File: src/rtl/hbd_pkg.sv
`timescale 1ns / 1ps

package hbd_pkg;

	// Octet counter width and saturation value
	localparam int COUNT_WIDTH = 10;
	localparam logic [COUNT_WIDTH-1:0] COUNT_MAX = '1;

	// Width used when comparing the counter against a 10-bit register
	localparam int CMP_W = (COUNT_WIDTH > 10) ? COUNT_WIDTH : 10;

	// Descrambler polynomial x^17 + x^12 + 1
	localparam int SCR_LEN  = 17;
	localparam int SCR_TAP0 = 16;
	localparam int SCR_TAP1 = 11;

	// Pattern detector codes
	localparam logic [7:0] FLAG_PATTERN  = 8'h7E;
	localparam logic [7:0] ABORT_PATTERN = 8'hFE;
	localparam logic [7:0] STUFF_MASK    = 8'hFC;
	localparam logic [7:0] STUFF_PATTERN = 8'h7C;

	// Bit counter code for "not collecting"
	localparam logic [3:0] BITS_IDLE = 4'd15;
	localparam logic [3:0] BITS_LAST = 4'd7;

	typedef enum logic [1:0] {
		EV_OCTET = 2'd0,
		EV_FLAG  = 2'd1,
		EV_ABORT = 2'd2
	} event_t;

	typedef enum logic [1:0] {
		CFG_SCRAMBLE  = 2'd0,
		CFG_MIN_OCTET = 2'd1,
		CFG_MAX_OCTET = 2'd2
	} cfg_index_t;

	typedef struct packed {
		logic                   valid;
		event_t                 ev;
		logic [7:0]             octet;
		logic [COUNT_WIDTH-1:0] count;
	} res_t;

endpackage

File: src/rtl/hdlc_bit_deframer_unit.sv
`timescale 1ns / 1ps

// HDLC receive deframer, one line bit per request.
// Input channel (in_valid/in_ready, raw_bit): one demodulated line bit per
// request. The bit is optionally descrambled (x^17+x^12+1), NRZI decoded,
// and run through the flag/abort/stuffing detector and octet assembler.
// Output channel (out_valid/out_ready): zero or one result per input bit:
// event_res 0 with a completed octet and the running count, 1 when a
// closing flag ends a long enough frame, 2 when seven ones abort a frame.
// Configuration channel (cfg_valid/cfg_ready, cfg_index, cfg_data) is
// always ready; write it only while no request is in flight.
// A bit accepted lands in the input register, is decoded into the output
// register once the result slot is free and then shows on the output ports.
// Throughput: one bit per cycle while results are taken, set by the single
// decode step between the input register and the output register.
// When the receiver stalls, the held result blocks the decode step, the
// input register fills and in_ready drops; nothing is lost.
// Reset: all decoder state clears, collection starts idle (hunting for a
// flag), registers return to scramble off, min 17 and max 332 octets.
module hdlc_bit_deframer_unit (
	input  logic       clk,
	input  logic       arst_n,
	input  logic       in_valid,
	output logic       in_ready,
	input  logic       raw_bit,
	output logic       out_valid,
	input  logic       out_ready,
	output logic [1:0] event_res,
	output logic [7:0] octet,
	output logic [9:0] frame_octets,
	input  logic       cfg_valid,
	output logic       cfg_ready,
	input  logic [1:0] cfg_index,
	input  logic [9:0] cfg_data
);

	// Configuration registers
	logic       scramble_q;
	logic [9:0] min_q;
	logic [9:0] max_q;

	// Input register stage
	logic valid_s1;
	logic raw_s1;

	// Output register
	logic                            out_valid_q;
	hbd_pkg::event_t                 event_q;
	logic [7:0]                      octet_q;
	logic [hbd_pkg::COUNT_WIDTH-1:0] count_q;

	logic          out_free;
	logic          advance;
	logic          dbit;
	hbd_pkg::res_t res;

	assign cfg_ready = 1'b1;

	// Decode one bit when the input register holds one and the result slot
	// is empty or being emptied this cycle.
	assign out_free = !out_valid_q || out_ready;
	assign advance  = valid_s1 && out_free;
	assign in_ready = !valid_s1 || out_free;

	always_ff @(posedge clk or negedge arst_n) begin
		if (!arst_n) begin
			scramble_q <= 1'b0;
			min_q      <= 10'd17;
			max_q      <= 10'd332;
		end else if (cfg_valid && cfg_ready) begin
			unique case (cfg_index)
				hbd_pkg::CFG_SCRAMBLE:  scramble_q <= cfg_data[0];
				hbd_pkg::CFG_MIN_OCTET: min_q      <= cfg_data;
				hbd_pkg::CFG_MAX_OCTET: max_q      <= cfg_data;
				default: ; // ignore writes to unknown indexes
			endcase
		end
	end

	// Hold the input bit until the decoder takes it
	always_ff @(posedge clk or negedge arst_n) begin
		if (!arst_n) begin
			valid_s1 <= 1'b0;
		end else if (in_valid && in_ready) begin
			valid_s1 <= 1'b1;
		end else if (advance) begin
			valid_s1 <= 1'b0;
		end
	end

	always_ff @(posedge clk) begin
		if (in_valid && in_ready) begin
			raw_s1 <= raw_bit;
		end
	end

	hbd_line_decoder u_line (
		.clk             (clk),
		.arst_n          (arst_n),
		.advance         (advance),
		.raw_bit         (raw_s1),
		.scramble_enable (scramble_q),
		.dbit            (dbit)
	);

	hbd_frame_core u_core (
		.clk              (clk),
		.arst_n           (arst_n),
		.advance          (advance),
		.dbit             (dbit),
		.min_frame_octets (min_q),
		.max_frame_octets (max_q),
		.res              (res)
	);

	// Result slot: load on a decode that yields a result, drop when taken
	always_ff @(posedge clk or negedge arst_n) begin
		if (!arst_n) begin
			out_valid_q <= 1'b0;
		end else if (advance && res.valid) begin
			out_valid_q <= 1'b1;
		end else if (out_ready) begin
			out_valid_q <= 1'b0;
		end
	end

	always_ff @(posedge clk) begin
		if (advance && res.valid) begin
			event_q <= res.ev;
			octet_q <= res.octet;
			count_q <= res.count;
		end
	end

	assign out_valid    = out_valid_q;
	assign event_res    = event_q;
	assign octet        = octet_q;
	assign frame_octets = 10'(count_q);

endmodule

File: src/rtl/hbd_line_decoder.sv
`timescale 1ns / 1ps

module hbd_line_decoder (
	input  logic clk,
	input  logic arst_n,
	input  logic advance,
	input  logic raw_bit,
	input  logic scramble_enable,
	output logic dbit
);

	logic [hbd_pkg::SCR_LEN-1:0] scr_q;
	logic                        last_line_q;
	logic                        last_desc_q;
	logic                        desc_bit;

	assign desc_bit = raw_bit ^ scr_q[hbd_pkg::SCR_TAP0] ^ scr_q[hbd_pkg::SCR_TAP1];

	// NRZI: a one is an unchanged level
	always_comb begin
		if (scramble_enable) begin
			dbit = (desc_bit == last_desc_q);
		end else begin
			dbit = (raw_bit == last_line_q);
		end
	end

	always_ff @(posedge clk or negedge arst_n) begin
		if (!arst_n) begin
			scr_q       <= '0;
			last_line_q <= 1'b0;
			last_desc_q <= 1'b0;
		end else if (advance) begin
			last_line_q <= raw_bit;
			if (scramble_enable) begin
				scr_q       <= {scr_q[hbd_pkg::SCR_LEN-2:0], raw_bit};
				last_desc_q <= desc_bit;
			end
		end
	end

endmodule

File: src/rtl/hbd_frame_core.sv
`timescale 1ns / 1ps

module hbd_frame_core (
	input  logic                            clk,
	input  logic                            arst_n,
	input  logic                            advance,
	input  logic                            dbit,
	input  logic [9:0]                      min_frame_octets,
	input  logic [9:0]                      max_frame_octets,
	output hbd_pkg::res_t                   res
);

	logic [7:0]                      pat_q;
	logic [7:0]                      oct_q;
	logic [3:0]                      bits_q;
	logic [hbd_pkg::COUNT_WIDTH-1:0] count_q;

	logic [7:0]                      pat_n;
	logic [7:0]                      oct_n;
	logic [3:0]                      bits_n;
	logic [3:0]                      bits_inc;
	logic [hbd_pkg::COUNT_WIDTH-1:0] count_n;
	logic                            below_max;
	logic                            at_min;

	assign pat_n    = {dbit, pat_q[7:1]};
	assign bits_inc = bits_q + 4'd1;
	assign below_max = (hbd_pkg::CMP_W'(count_q) < hbd_pkg::CMP_W'(max_frame_octets))
		&& (count_q != hbd_pkg::COUNT_MAX);
	assign at_min = (hbd_pkg::CMP_W'(count_q) >= hbd_pkg::CMP_W'(min_frame_octets));

	always_comb begin
		oct_n     = oct_q;
		bits_n    = bits_q;
		count_n   = count_q;
		res.valid = 1'b0;
		res.ev    = hbd_pkg::EV_OCTET;
		res.octet = 8'd0;
		res.count = count_q;
		if (pat_n == hbd_pkg::FLAG_PATTERN) begin
			bits_n  = 4'd0;
			count_n = '0;
			res.ev  = hbd_pkg::EV_FLAG;
			res.valid = (bits_q == hbd_pkg::BITS_LAST) && at_min;
		end else if (pat_n == hbd_pkg::ABORT_PATTERN) begin
			bits_n  = hbd_pkg::BITS_IDLE;
			count_n = '0;
			res.ev  = hbd_pkg::EV_ABORT;
			res.valid = (bits_q != hbd_pkg::BITS_IDLE);
		end else if ((pat_n & hbd_pkg::STUFF_MASK) == hbd_pkg::STUFF_PATTERN) begin
			// drop stuffed zero
		end else if (bits_q != hbd_pkg::BITS_IDLE) begin
			oct_n = {dbit, oct_q[7:1]};
			if (bits_q == hbd_pkg::BITS_LAST) begin
				bits_n = 4'd0;
				if (below_max) begin
					count_n   = count_q + 1'b1;
					res.valid = 1'b1;
					res.octet = oct_n;
					res.count = count_n;
				end
			end else begin
				bits_n = bits_inc;
			end
		end
	end

	always_ff @(posedge clk or negedge arst_n) begin
		if (!arst_n) begin
			pat_q   <= 8'd0;
			oct_q   <= 8'd0;
			bits_q  <= hbd_pkg::BITS_IDLE;
			count_q <= '0;
		end else if (advance) begin
			pat_q   <= pat_n;
			oct_q   <= oct_n;
			bits_q  <= bits_n;
			count_q <= count_n;
		end
	end

`ifndef NO_ASSERTIONS
	a_idle_no_count: assert property (@(posedge clk) disable iff (!arst_n)
		(bits_q == hbd_pkg::BITS_IDLE) |-> (count_q == '0))
		else $error("octet count nonzero while idle");

	a_bits_range: assert property (@(posedge clk) disable iff (!arst_n)
		(bits_q <= hbd_pkg::BITS_LAST) || (bits_q == hbd_pkg::BITS_IDLE))
		else $error("bit counter out of range");

	a_octet_counts: assert property (@(posedge clk) disable iff (!arst_n)
		(advance && res.valid && (res.ev == hbd_pkg::EV_OCTET))
		|=> (count_q == $past(count_q) + 1'b1))
		else $error("emitted octet did not advance the count");
`endif

endmodule

File: config.mk
export PLATFORM = sky130hd
export DESIGN_NAME = hdlc_bit_deframer_unit
export DESIGN_NICKNAME = d
export VERILOG_FILES = /design/src/rtl/hbd_pkg.sv /design/src/rtl/hdlc_bit_deframer_unit.sv /design/src/rtl/hbd_line_decoder.sv /design/src/rtl/hbd_frame_core.sv
export SDC_FILE = /design/constraint.sdc
export NUM_CORES = 1
export LEC_CHECK = 0
export BUFFER_PORTS_ARGS = -buffer_cell sky130_fd_sc_hd__buf_2
export CAP_MARGIN = 10
export CORE_UTILIZATION = 52
export CTS_BUF_LIST = sky130_fd_sc_hd__clkbuf_8
export DETAILED_ROUTE_END_ITERATION = 12
export PLACE_DENSITY = 0.71
export SLEW_MARGIN = 20
export SYNTH_ARGS = -nofsm -noshare
export SYNTH_HDL_FRONTEND = slang
export SYNTH_HIERARCHICAL = 1
export SYNTH_SLANG_ARGS = --single-unit
File: constraint.sdc
create_clock -name clk -period 8.65 [get_ports clk]
set_input_delay 0.4325 -clock clk [delete_from_list [all_inputs] [get_ports clk]]
set_output_delay 0.4325 -clock clk [all_outputs]
set_load 0.1 [all_outputs]
==> metrics.csv <==
metric,value,unit
largest net degree at the start of global routing,71,
Power Dens Cells,247,mW/mm^2
synthesized area,0.00460,mm^2
Final setup viols,0,
sequential share of power,0.507,
initial core utilization,0.549,
router iterations before antenna repair,5,
Non-Filler Instances,530,
post-route DRC violation count,0,
CP arrival,3.18,ns
top_reg_cell synth,dfrtp_1,
worst path required time,8.65,ns
total track usage,0.206,
"FF+latch count, synth",91,
core area,0.00838,mm^2
grt total ovfl,0,
Max Freq,315,MHz
worst hold path class,primary input to async pin,
total CTS buffers,9,
leakage dissipation,2.39,nW
"Area growth, synth to finish",9.17,%
total die area,0.00922,mm^2
clock power share,0.223,
Slew Limit Headroom,0.417,
register area share after synthesis,0.521,
layout cells sized above 1,0.285,
Crit Path Class,register to register,
Final ANT Viol Nets,0,
WL per Instance,15.7,um
syn_area_per_cell,11.9,um^2
Syn Inst Count,385,
nets@finish,459,
ANT cells,0,
cts hold-fix bufs,0,
initial antenna violation count,0,
Post-CTS Setup Repair Bufs,0,
Tot Pwr,1.24,mW
crit path from,u_line/scr_q[16],
Root Driver,clkbuf_8,
Ys Warns,6,
"Min Clock Period, post-route",3.18,ns
via count,2961,
routed vias/inst,5.59,
1st-iter DRT viols,221,
P_sw,0.399,mW
Top Ports,41,
vias in the first global route,2958,
Worst-Skew Late Latency,0.36,ns
Gate power share,0.270,
Max Buffers Root-to-Sink,2,
PortBufs,39,
CTS tree,yes,
final slew viol count,0,
Net Sw Frac,0.322,
Synth async-reset ratio,0.769,
"Hold Vio Cnt, Final",0,
std cell rows,33,
"most common cell after layout, fill and taps aside",dfrtp_1,
r2r endpoint,frame_octets[0],
multi-input combinational cell area,0.00201,mm^2
most frequent cells in the layout,"dfrtp_1 (60), nand2_1 (40), buf_2 (39)",
Setup crit end kind,register,
Final Skew,0.0108,ns
Max Cap Violations,0,
Fillers,701,
register area,0.00239,mm^2
FF-to-FF Start,u_line/scr_q[16],
Max VDD drop,0.000122,V
Clock Sinks,91,
final wirelength,8.33,mm
CP Launch Type,register,
Reg2Reg Setup Slack,5.47,ns
Post-synth EDFFs,21,
worst slew pin tran,0.874,ns
crit path to,frame_octets[0],
RSZ-0062 raised after global routing,no,
Synth cell types,57,
Die X-Extent,96.0,um
post-route setup TNS,0,ns
Worst R2R Path Depth,9,
final worst-path cycle share,0.367,
cts repair resizes,0,
die span in y,96.0,um
CTS H-Tree Depth,3,
post-DP HPWL,5.69,mm
first-pass GRT wire length,14.3,mm
status,completed,
gpl congestion,0.871,
"CTS clk-pin slew, worst paths",0.09,ns
"Max FO, Critical Path",20,
"Net Count, Synth",424,
Int Power,0.842,mW
dpl cells,514,
-- cell type report --
class / instances / share of cell area
clock buffers: 9 / 0.0247
well taps: 105 / 0.0262
clock inverters: 7 / 0.0122
inverters: 23 / 0.0172
multi-input cells: 254 / 0.401
flip-flops and latches: 91 / 0.477
repair buffers: 41 / 0.0419
-- through the flow --
step	hold slack (ns)	worst slack [ns]	cell area, um^2	util
after global placement	0.450	5.34	4830	0.576
after CTS	0.237	5.17	5010	0.598
after global routing	0.234	5.12	5020	0.599
after detailed placement	0.456	5.20	4830	0.576
final	0.244	5.47	5020	0.599
after floorplan	0.137	5.36	4600	-
-- power groups by stage --
stage / Sequential (mW) / Combinational [mW] / Clock [mW]
2_1_floorplan: 0.645 / 0.253 / 0
5_1_grt: 0.645 / 0.378 / 0.297
3_5_place_dp: 0.638 / 0.336 / 0
4_1_cts: 0.630 / 0.337 / 0.282
6_report: 0.630 / 0.336 / 0.276
3_3_place_gp: 0.633 / 0.326 / 0
-- worst min-delay path by stage --
stage | end | slack (ns) | cells past startpoint | startpoint
5_1_grt | raw_s1 | 0.23 | 1 | raw_bit
6_report | min_q[1] | 0.24 | 2 | arst_n
3_3_place_gp | u_core/oct_q[1] | 0.45 | 2 | u_core/oct_q[1]
2_1_floorplan | max_q[0] | 0.14 | 0 | arst_n
4_1_cts | raw_s1 | 0.24 | 1 | raw_bit
3_5_place_dp | u_core/oct_q[1] | 0.46 | 2 | u_core/oct_q[1]
-- logic make-up (layout without fill, tap and decap cells) --
kind of cell,after synthesis,after routing,share of synthesized area
AOI/OAI and AO/OA,45,45,0.0688
buffers and inverters,40,80,0.0433
xor gates and xnor gates,13,13,0.0297
and+or+nand+nor,125,125,0.143
DFF,91,91,0.521
muxes,49,49,0.137
other,1,1,0.000816
adders and majority gates,21,21,0.0571
-- routing by layer --
layer / GRT usage / up-vias / wire (um)
met4: 0.0920 / 0 / 188
met3: 0.0340 / 13 / 363
met1: 0.283 / 1431 / 3870
li1: - / 1439 / -
met5: 0 / - / 0
met2: 0.322 / 78 / 3900
-- Yosys cell counts, types with 4 or more instances --
| library cell | n | area, um^2 |
|---|---|---|
| nand2b_1 | 4 | 25.0 |
| nand4_1 | 5 | 31.3 |
| edfxtp_1 | 21 | 631 |
| o21ai_0 | 7 | 35.0 |
| buf_2 | 6 | 30.0 |
| mux2_2 | 27 | 304 |
| dfrtp_1 | 60 | 1500 |
| and2_1 | 4 | 25.0 |
| and3_1 | 13 | 81.3 |
| xnor2_1 | 7 | 61.3 |
| mux2_4 | 21 | 315 |
| o311ai_1 | 4 | 35.0 |
| nand2_1 | 40 | 150 |
| a21o_1 | 4 | 30.0 |
| xor2_1 | 4 | 35.0 |
| nor3_1 | 6 | 30.0 |
| clkbuf_1 | 4 | 15.0 |
| nand3_1 | 18 | 90.1 |
| nor2_1 | 15 | 56.3 |
| inv_1 | 23 | 86.3 |
| a211oi_1 | 5 | 37.5 |
| a21oi_1 | 8 | 40.0 |
| buf_6 | 5 | 56.3 |
| dfstp_2 | 10 | 263 |
| ha_1 | 21 | 263 |
-- state kept, by name, summed over array words and instances (netlist names) --
signal,count
u_core/oct_q,7
max_q,10
scramble_q,1
u_core/count_q,10
u_core/pat_q,7
event_res,2
u_line/last_line_q,1
raw_s1,1
octet,8
frame_octets,10
min_q,10
u_line/scr_q,17
u_core/bits_q,4
valid_s1,1
out_valid,1
u_line/last_desc_q,1
-- worst max-delay path: stages (launching register included) --
cell      delay (ns)
dfrtp_1         0.39
xor3_1          0.41
mux2i_1         0.17
xor2_1          0.41
nand3b_2        0.25
nand2_1         0.16
nor2_1          0.29
a311o_1         0.16
nand2_1         0.10
nor2b_4         0.47
Note: power is estimated with default switching activity, not from simulation.
